File: src/design/ordered_set_table_top_macros.svh
// Assertion macros for the ordered set table.
// Both macros sample on clk and are disabled while rst_n is low.
`ifndef ORDERED_SET_TABLE_TOP_MACROS_SVH
`define ORDERED_SET_TABLE_TOP_MACROS_SVH

`ifndef SYNTHESIS

`define OST_ASSERT(label, cond) \
  label: assert property (@(posedge clk) disable iff (!rst_n) (cond)) \
    else $error("ost assertion failed");

`define OST_ASSERT_IMP(label, ante, cons) \
  label: assert property (@(posedge clk) disable iff (!rst_n) (ante) |=> (cons)) \
    else $error("ost assertion failed");

`else

`define OST_ASSERT(label, cond)

`define OST_ASSERT_IMP(label, ante, cons)

`endif

`endif

File: src/design/ost_pkg.sv
package ost_pkg;

  localparam int CAPACITY   = 64;
  localparam int ELEM_WIDTH = 32;
  localparam int ADDR_W     = (CAPACITY > 1) ? $clog2(CAPACITY) : 1;
  localparam int CNT_W      = $clog2(CAPACITY + 1);
  localparam int KIND_W     = 2;
  localparam int IN_W       = 32;
  localparam int OUT_CNT_W  = 7;

  typedef logic [ELEM_WIDTH-1:0] elem_t;
  typedef logic [CNT_W-1:0]      cnt_t;

  typedef enum logic [KIND_W-1:0] {
    KIND_ADD    = 2'd0,
    KIND_REMOVE = 2'd1,
    KIND_SEARCH = 2'd2
  } kind_t;

  typedef struct packed {
    logic load;
    logic scan_start;
    logic walk_run;
    logic apply;
    logic shift_start;
    logic shrink;
    logic out_load;
  } cmd_t;

  typedef struct packed {
    logic match;
    logic walk_idle;
    logic need_shift;
    cnt_t count;
  } stat_t;

  function automatic elem_t to_elem(logic [IN_W-1:0] x);
    logic [63:0] ext;
    ext = {{(64 - IN_W){x[IN_W-1]}}, x};
    return ext[ELEM_WIDTH-1:0];
  endfunction

  function automatic logic [OUT_CNT_W-1:0] cnt_out(cnt_t c);
    logic [63:0] t;
    t = 64'(c);
    return t[OUT_CNT_W-1:0];
  endfunction

endpackage

File: src/design/ost_dp.sv
module ost_dp (
  input  logic                          clk,
  input  logic                          rst_n,
  input  ost_pkg::cmd_t                 cmd,
  input  logic [ost_pkg::KIND_W-1:0]    in_kind,
  input  logic signed [ost_pkg::IN_W-1:0] in_elem_value,
  output ost_pkg::stat_t                st,
  output logic                          out_success,
  output logic                          out_full_reject,
  output logic [ost_pkg::OUT_CNT_W-1:0] out_entry_count,
  output logic                          out_is_empty
);
  import ost_pkg::*;

  elem_t                mem [CAPACITY];
  elem_t                rd_data_r;

  elem_t                val_r, val_nxt;
  logic [KIND_W-1:0]    kind_r, kind_nxt;
  cnt_t                 count_r, count_nxt;
  logic                 hit_r, hit_nxt;
  cnt_t                 pos_r, pos_nxt;
  logic                 ok_r, ok_nxt;
  logic                 full_r, full_nxt;
  cnt_t                 walk_idx_r, walk_idx_nxt;
  logic                 pend_r, pend_nxt;
  cnt_t                 pend_idx_r, pend_idx_nxt;
  logic                 shift_mode_r, shift_mode_nxt;

  logic                 succ_r, rej_r, empty_r;
  logic [OUT_CNT_W-1:0] ecount_r;

  logic                 more;
  logic                 issue;
  logic                 is_full;
  logic                 mem_we;
  logic [ADDR_W-1:0]    mem_wa;
  elem_t                mem_wd;
  cnt_t                 dst_idx;

  assign more    = walk_idx_r < count_r;
  assign issue   = cmd.walk_run && more;
  assign is_full = count_r == CNT_W'(CAPACITY);
  assign dst_idx = pend_idx_r - 1'b1;

  assign st.match      = cmd.walk_run && !shift_mode_r && pend_r && (rd_data_r == val_r);
  assign st.walk_idle  = !more && !pend_r;
  assign st.need_shift = (kind_r == KIND_REMOVE) && hit_r;
  assign st.count      = count_r;

  always_comb begin
    val_nxt        = val_r;
    kind_nxt       = kind_r;
    count_nxt      = count_r;
    hit_nxt        = hit_r;
    pos_nxt        = pos_r;
    ok_nxt         = ok_r;
    full_nxt       = full_r;
    walk_idx_nxt   = walk_idx_r;
    pend_nxt       = issue;
    pend_idx_nxt   = issue ? walk_idx_r : pend_idx_r;
    shift_mode_nxt = shift_mode_r;
    mem_we         = 1'b0;
    mem_wa         = dst_idx[ADDR_W-1:0];
    mem_wd         = rd_data_r;

    if (issue) begin
      walk_idx_nxt = walk_idx_r + 1'b1;
    end

    if (cmd.load) begin
      val_nxt  = to_elem(in_elem_value);
      kind_nxt = in_kind;
      hit_nxt  = 1'b0;
      ok_nxt   = 1'b0;
      full_nxt = 1'b0;
    end

    if (cmd.scan_start) begin
      walk_idx_nxt   = '0;
      pend_nxt       = 1'b0;
      shift_mode_nxt = 1'b0;
    end

    if (st.match) begin
      hit_nxt = 1'b1;
      pos_nxt = pend_idx_r;
    end

    if (cmd.walk_run && shift_mode_r && pend_r) begin
      mem_we = 1'b1;
    end

    if (cmd.apply) begin
      case (kind_r)
        KIND_ADD: begin
          if (!hit_r) begin
            if (is_full) begin
              full_nxt = 1'b1;
            end else begin
              mem_we    = 1'b1;
              mem_wa    = count_r[ADDR_W-1:0];
              mem_wd    = val_r;
              count_nxt = count_r + 1'b1;
              ok_nxt    = 1'b1;
            end
          end
        end
        KIND_REMOVE: ok_nxt = hit_r;
        KIND_SEARCH: ok_nxt = hit_r;
        default:     ok_nxt = 1'b0;
      endcase
    end

    if (cmd.shift_start) begin
      walk_idx_nxt   = pos_r + 1'b1;
      pend_nxt       = 1'b0;
      shift_mode_nxt = 1'b1;
    end

    if (cmd.shrink) begin
      count_nxt = count_r - 1'b1;
    end
  end

  always_ff @(posedge clk) begin
    if (mem_we) begin
      mem[mem_wa] <= mem_wd;
    end
    rd_data_r <= mem[walk_idx_r[ADDR_W-1:0]];
  end

  always_ff @(posedge clk) begin
    if (!rst_n) begin
      count_r      <= '0;
      pend_r       <= 1'b0;
      shift_mode_r <= 1'b0;
      walk_idx_r   <= '0;
    end else begin
      count_r      <= count_nxt;
      pend_r       <= pend_nxt;
      shift_mode_r <= shift_mode_nxt;
      walk_idx_r   <= walk_idx_nxt;
    end
  end

  always_ff @(posedge clk) begin
    val_r      <= val_nxt;
    kind_r     <= kind_nxt;
    hit_r      <= hit_nxt;
    pos_r      <= pos_nxt;
    ok_r       <= ok_nxt;
    full_r     <= full_nxt;
    pend_idx_r <= pend_idx_nxt;
    if (cmd.out_load) begin
      succ_r   <= ok_r;
      rej_r    <= full_r;
      ecount_r <= cnt_out(count_r);
      empty_r  <= count_r == '0;
    end
  end

  assign out_success     = succ_r;
  assign out_full_reject = rej_r;
  assign out_entry_count = ecount_r;
  assign out_is_empty    = empty_r;

endmodule

File: src/design/ost_ctrl.sv
module ost_ctrl (
  input  logic           clk,
  input  logic           rst_n,
  input  logic           in_valid,
  output logic           in_ready,
  output logic           out_valid,
  input  logic           out_ready,
  input  ost_pkg::stat_t st,
  output ost_pkg::cmd_t  cmd
);
  import ost_pkg::*;

  typedef enum logic [4:0] {
    S_IDLE  = 5'b00001,
    S_SCAN  = 5'b00010,
    S_APPLY = 5'b00100,
    S_SHIFT = 5'b01000,
    S_RESP  = 5'b10000
  } state_t;

  state_t state_r, state_nxt;
  logic   out_valid_r, out_valid_nxt;

  assign in_ready  = state_r == S_IDLE;
  assign out_valid = out_valid_r;

  always_comb begin
    state_nxt     = state_r;
    out_valid_nxt = out_valid_r && !out_ready;
    cmd           = '0;
    case (state_r)
      S_IDLE: begin
        if (in_valid) begin
          cmd.load       = 1'b1;
          cmd.scan_start = 1'b1;
          state_nxt      = S_SCAN;
        end
      end
      S_SCAN: begin
        cmd.walk_run = 1'b1;
        if (st.match || st.walk_idle) begin
          state_nxt = S_APPLY;
        end
      end
      S_APPLY: begin
        cmd.apply = 1'b1;
        if (st.need_shift) begin
          cmd.shift_start = 1'b1;
          state_nxt       = S_SHIFT;
        end else begin
          state_nxt = S_RESP;
        end
      end
      S_SHIFT: begin
        cmd.walk_run = 1'b1;
        if (st.walk_idle) begin
          cmd.shrink = 1'b1;
          state_nxt  = S_RESP;
        end
      end
      S_RESP: begin
        if (!out_valid_r || out_ready) begin
          cmd.out_load  = 1'b1;
          out_valid_nxt = 1'b1;
          state_nxt     = S_IDLE;
        end
      end
      default: state_nxt = S_IDLE;
    endcase
  end

  always_ff @(posedge clk) begin
    if (!rst_n) begin
      state_r     <= S_IDLE;
      out_valid_r <= 1'b0;
    end else begin
      state_r     <= state_nxt;
      out_valid_r <= out_valid_nxt;
    end
  end

endmodule

File: src/design/ordered_set_table_top.sv
// Add, search, a remove miss or an unused kind go from accept to out_valid through a scan
// of the table, an apply step and a result load.
// Remove of a held value also slides later entries down before the result load.
// Throughput: one word at a time; the next word is taken the cycle after the result loads.
// Reset: sync active-low rst_n clears count and control; table contents stay undefined.
`include "ordered_set_table_top_macros.svh"

module ordered_set_table_top (
  input  logic                            clk,
  input  logic                            rst_n,
  input  logic                            in_valid,
  output logic                            in_ready,
  input  logic [ost_pkg::KIND_W-1:0]      in_kind,
  input  logic signed [ost_pkg::IN_W-1:0] in_elem_value,
  output logic                            out_valid,
  input  logic                            out_ready,
  output logic                            out_success,
  output logic                            out_full_reject,
  output logic [ost_pkg::OUT_CNT_W-1:0]   out_entry_count,
  output logic                            out_is_empty
);
  import ost_pkg::*;

  cmd_t  cmd;
  stat_t st;

  ost_ctrl u_ctrl (
    .clk       (clk),
    .rst_n     (rst_n),
    .in_valid  (in_valid),
    .in_ready  (in_ready),
    .out_valid (out_valid),
    .out_ready (out_ready),
    .st        (st),
    .cmd       (cmd)
  );

  ost_dp u_dp (
    .clk             (clk),
    .rst_n           (rst_n),
    .cmd             (cmd),
    .in_kind         (in_kind),
    .in_elem_value   (in_elem_value),
    .st              (st),
    .out_success     (out_success),
    .out_full_reject (out_full_reject),
    .out_entry_count (out_entry_count),
    .out_is_empty    (out_is_empty)
  );

  `OST_ASSERT(a_count_in_range, st.count <= CNT_W'(CAPACITY))
  `OST_ASSERT(a_reject_not_ok, !(out_valid && out_full_reject && out_success))
  `OST_ASSERT(a_empty_matches, !out_valid || (out_is_empty == (out_entry_count == '0)))
  `OST_ASSERT_IMP(a_busy_after_accept, in_valid && in_ready, !in_ready)

endmodule
File: config.mk
export PLATFORM = sky130hd
export DESIGN_NAME = ordered_set_table_top
export DESIGN_NICKNAME = d
export VERILOG_FILES = /design/src/design/ost_pkg.sv /design/src/design/ost_dp.sv /design/src/design/ost_ctrl.sv /design/src/design/ordered_set_table_top.sv
export VERILOG_INCLUDE_DIRS = /design/src /design/src/design
export SDC_FILE = /design/constraint.sdc
export NUM_CORES = 2
export LEC_CHECK = 0
export ABC_AREA = 1
export BUFFER_PORTS_ARGS = -buffer_cell sky130_fd_sc_hd__buf_2
export CORE_MARGIN = 2
export CORE_UTILIZATION = 40
export DETAILED_ROUTE_END_ITERATION = 10
export GPL_TIMING_DRIVEN = 0
export PLACE_DENSITY_LB_ADDON = 0.15
export SYNTH_ARGS = -nofsm -noshare
export SYNTH_HDL_FRONTEND = slang
export SYNTH_SLANG_ARGS = --single-unit
File: constraint.sdc
create_clock -name clk -period 5.4 [get_ports clk]
set_clock_uncertainty 0.15 [all_clocks]
set_input_delay 0.81 -clock clk [delete_from_list [all_inputs] [get_ports clk]]
set_output_delay 0.81 -clock clk [all_outputs]
set_load 0.05 [all_outputs]
==> impl_results.md <==
- Status: finished with violations
- Placer Congestion: between 1 and 1.5
- Yosys top cell area share: 0.740
- Worst-path clk slew: 0.06 ns
- Largest net degree at the start of global routing: 57
- Crit path largest cell delay: 1.15 ns
- Rows: approximately 170
- Post-Syn Area: 85,500 µm²
- Top_reg_cell synth: edfxtp_1
- Main area contributors after synthesis: edfxtp_1 74%, o21ai_0 7.4%, nor2_1 6.0%, o22ai_1 4.5%, nand2_1 1.6%
- Area of the core: 212,000 µm²
- First-pass GRT wire length: 507,000 µm
- Slew @ Worst Pin: 1.67 ns
- Post-synth cell types: 46
- Total CTS buffers: about 220
- IO Port Bufs: roughly 50
- Fmax achieved: 177 MHz
- Root buffer cell: clkbuf_16
- Num ports: 50
- Share of cells above drive strength 1: 0.106
- Synth-to-layout area growth: 18.4%
- TritonCTS clock tree: yes
- Initial Util: 0.403
- Syn nets: 6,741
- Ys Warns: 0
- EDFF count, synth: ~2,100
- Vias in the first global route: between 50,000 and 60,000
- Clk sink count: 2,163
- Critical path, cell by cell: buf_2, inv_1, buf_2, clkbuf_1, clkbuf_1, o21ai_0, o22ai_1, nor2_1, o21ai_1
- Die ar.: 217,000 µm²
- Clk_lat worst skew: 0.91 ns
- Setup TNS: -1.43 ns
- Avg Synthesized Cell Area: about 13 µm²
- DIE HEIGHT: 466 µm
- Hold endpoint: u_ctrl.out_valid$_SDFF_PN0_
- Flop2flop setup slack: -0.25 ns
- Hold Crit Depth: 4
- Final slew viol count: 33
- Drt drc: 0
- FF+latch count, synth: roughly 2,200
- Critical Path Fanout Max: 10
- PwrDens: 433 nW/µm²
- R2r startpoint: u_dp.walk_idx_r[2]$_SDFFE_PN0P_
- Most common cell in the netlist: edfxtp_1
- Total track usage: 0.345
- Total number of vias: 64,152
- Via density: 6.29
- # setup viols final: 10
- Post-synth top cells: 2,106 x edfxtp_1, 1,375 x nor2_1, 1,269 x o21ai_0
- Fillcell total: 18,802
- Synth area leader: edfxtp_1
- Final worst-path cycle share: 1.05
- Final wirelength: 382,000 µm
- # Post-CTS Setup Buffers: 0
- Max_slew headroom: -0.113
- Crit Reg-Reg Endpoint: u_dp.rd_data_r[4]$_DFF_P_
- Hold crit path type: in2reg
- Peak supply drop: 0.339 mV
- Worst R2R Path Depth: 9
- Place WS: approximately 0.28 ns
- Setup crit end kind: flop
- DPL Wire Length: 274,000 µm
- Post-CTS resize count: 0
- Iteration-0 DRC Markers: 11,992
- HP Start: out_ready
- GRT Residual Overflow: 0
- Fin nets: 7,228
- Slowest cell on the critical path: clkbuf_1
- Post-synthesis sequential area ratio: 0.753
- Total power: 0.0438 W
- Setup ws final: -0.253 ns
- Minimum clock period: 5.65 ns
- Clock Tree Buf Depth: 3
- Antenna Nets Post-Route: 0
- Ys async rst share: 0
- Die width: 466 µm
- Startpoint Class: flop
- Initial DRT Pass Iterations: 7
- Initial antenna violation count: 36
- H-tree level count: 4
- Violations in the final reports: capacitance limit, slew limit, setup timing
- Crit Path Class: reg2reg
- Arr. time, crit path: 6.28 ns
- Cells after Synth: around 6,700
- WP data required: just over 6 ns
- RSZ-0062 raised after global routing: no
- Leakage power: 33.1 nW
- Max-cap violations: 3
- WL per Instance: 37.5 µm
- Final Hold Vio Count: 0
-- metal layers --
layer	global-route usage	vias to the layer above	part of all wire
met5	0	-	0.00021
met4	0.176	12	0.060
met3	0.108	915	0.14
met2	0.477	4940	0.41
met1	0.486	32501	0.39
li1	-	25784	-
-- critical path: cells and delay by family (launching register included) --
family | cells | cell delay, ns
buffers and inverters | 5 | 3.40
AND/OR/NAND/NOR | 1 | 0.14
flip-flops | 1 | 0.37
AO/OA/AOI/OAI | 3 | 1.41
-- where the power goes --
part / total [W] / internal [W] / switching [W] / leakage [nW]
Combinational: 0.00888 / 0.00188 / 0.00700 / 10.3
Sequential: 0.0201 / 0.0200 / 0.000129 / 19.5
Clock: 0.0148 / 0.00817 / 0.00666 / 3.32
Total: 0.0438 / 0.0300 / 0.0138 / 33.1
-- final cells by class --
class | instances | area, µm² | area share
Antenna cell | 19 | 47.5 | 0.000470
Buffer | 455 | 1900 | 0.0188
Clock buffer | 276 | 5700 | 0.0564
Clock inverter | 124 | 1090 | 0.0108
Inverter | 116 | 439 | 0.00434
Multi-Input combinational cell | 3956 | 19600 | 0.193
Sequential cell | 2163 | 64400 | 0.636
Tap cell | 2821 | 3530 | 0.0349
Timing Repair Buffer | 267 | 4520 | 0.0447
-- cell families (layout without fill, tap and decap cells) --
| logic type | count (synthesis) | count (layout) | synth area share |
|---|---|---|---|
| AOI/OAI and AO/OA | 2017 | 2017 | 0.128 |
| xor gates and xnor gates | 17 | 17 | 0.00174 |
| buffers and inverters | 571 | 1238 | 0.0274 |
| and+or+nand+nor | 1909 | 1909 | 0.0876 |
| adders and majority gates | 13 | 13 | 0.00190 |
| other | 0 | 19 | 0 |
| DFF | 2163 | 2163 | 0.753 |
-- worst max-delay path by stage --
stage | from | to | slack (ns) | cells past startpoint
6_report | u_dp.walk_idx_r[2]$_SDFFE_PN0P_ | u_dp.rd_data_r[4]$_DFF_P_ | -0.25 | 9
5_1_grt | u_dp.walk_idx_r[2]$_SDFFE_PN0P_ | u_dp.rd_data_r[19]$_DFF_P_ | 0.11 | 11
4_1_cts | u_dp.walk_idx_r[2]$_SDFFE_PN0P_ | u_dp.rd_data_r[31]$_DFF_P_ | 0.26 | 9
3_5_place_dp | u_dp.walk_idx_r[2]$_SDFFE_PN0P_ | u_dp.rd_data_r[31]$_DFF_P_ | 0.28 | 9
3_3_place_gp | u_dp.count_r[0]$_SDFFE_PN0P_ | u_dp.mem[24][16]$_DFFE_PP_ | -6.69 | 8
2_1_floorplan | u_dp.kind_r[0]$_DFFE_PP_ | u_dp.mem[0][0]$_DFFE_PP_ | 0.63 | 7
-- cells in the final DEF, fill, tap and decap left out, drive strengths merged --
cell type and instances:
a211oi 2, a21oi 31, a22o 1, a22oi 2, a31oi 6, a32o 1
and3 1, buf 374, bufinv 15, clkbuf 590, clkinv 105, clkinvlp 2
dfxtp 57, diode 19, dlygate4sd3 34, edfxtp 2106, ha 13, inv 118
nand2 380, nand3 91, nand3b 2, nand4 18, nor2 1379, nor3 20
nor3b 1, nor4 6, o211ai 4, o21ai 1351, o221ai 6, o22ai 611
o31ai 2, or2 11, xnor2 8, xor2 9
-- metrics by stage --
stage               utilization  cell area, µm²  cells  hold WS, ns
floorplan                     -           85500   6690        0.250
global placement          0.420           89200   9560        0.254
detailed placement        0.443           94000   9744        0.260
CTS                       0.476          101000  10178       0.0221
global route              0.476          101000  10179       0.0915
finish                    0.477          101000  10197       0.0724
-- state kept, by name, summed over array words and instances (netlist names), 5 cells and up --
register and cells:
u_dp.mem 2048, u_dp.count_r 7, u_dp.pend_idx_r 7, u_ctrl.state_r 5
u_dp.walk_idx_r 7, u_dp.val_r 32, u_dp.rd_data_r 32, u_dp.out_entry_count 7
u_dp.pos_r 7
-- repair_timing --
action | CTS | global route
hold buffers | 34 | 0
endpoints found under the hold margin | 34 | 0
setup endpoints to repair | 0 | 0
No activity file was read; power rests on OpenSTA's default activity.
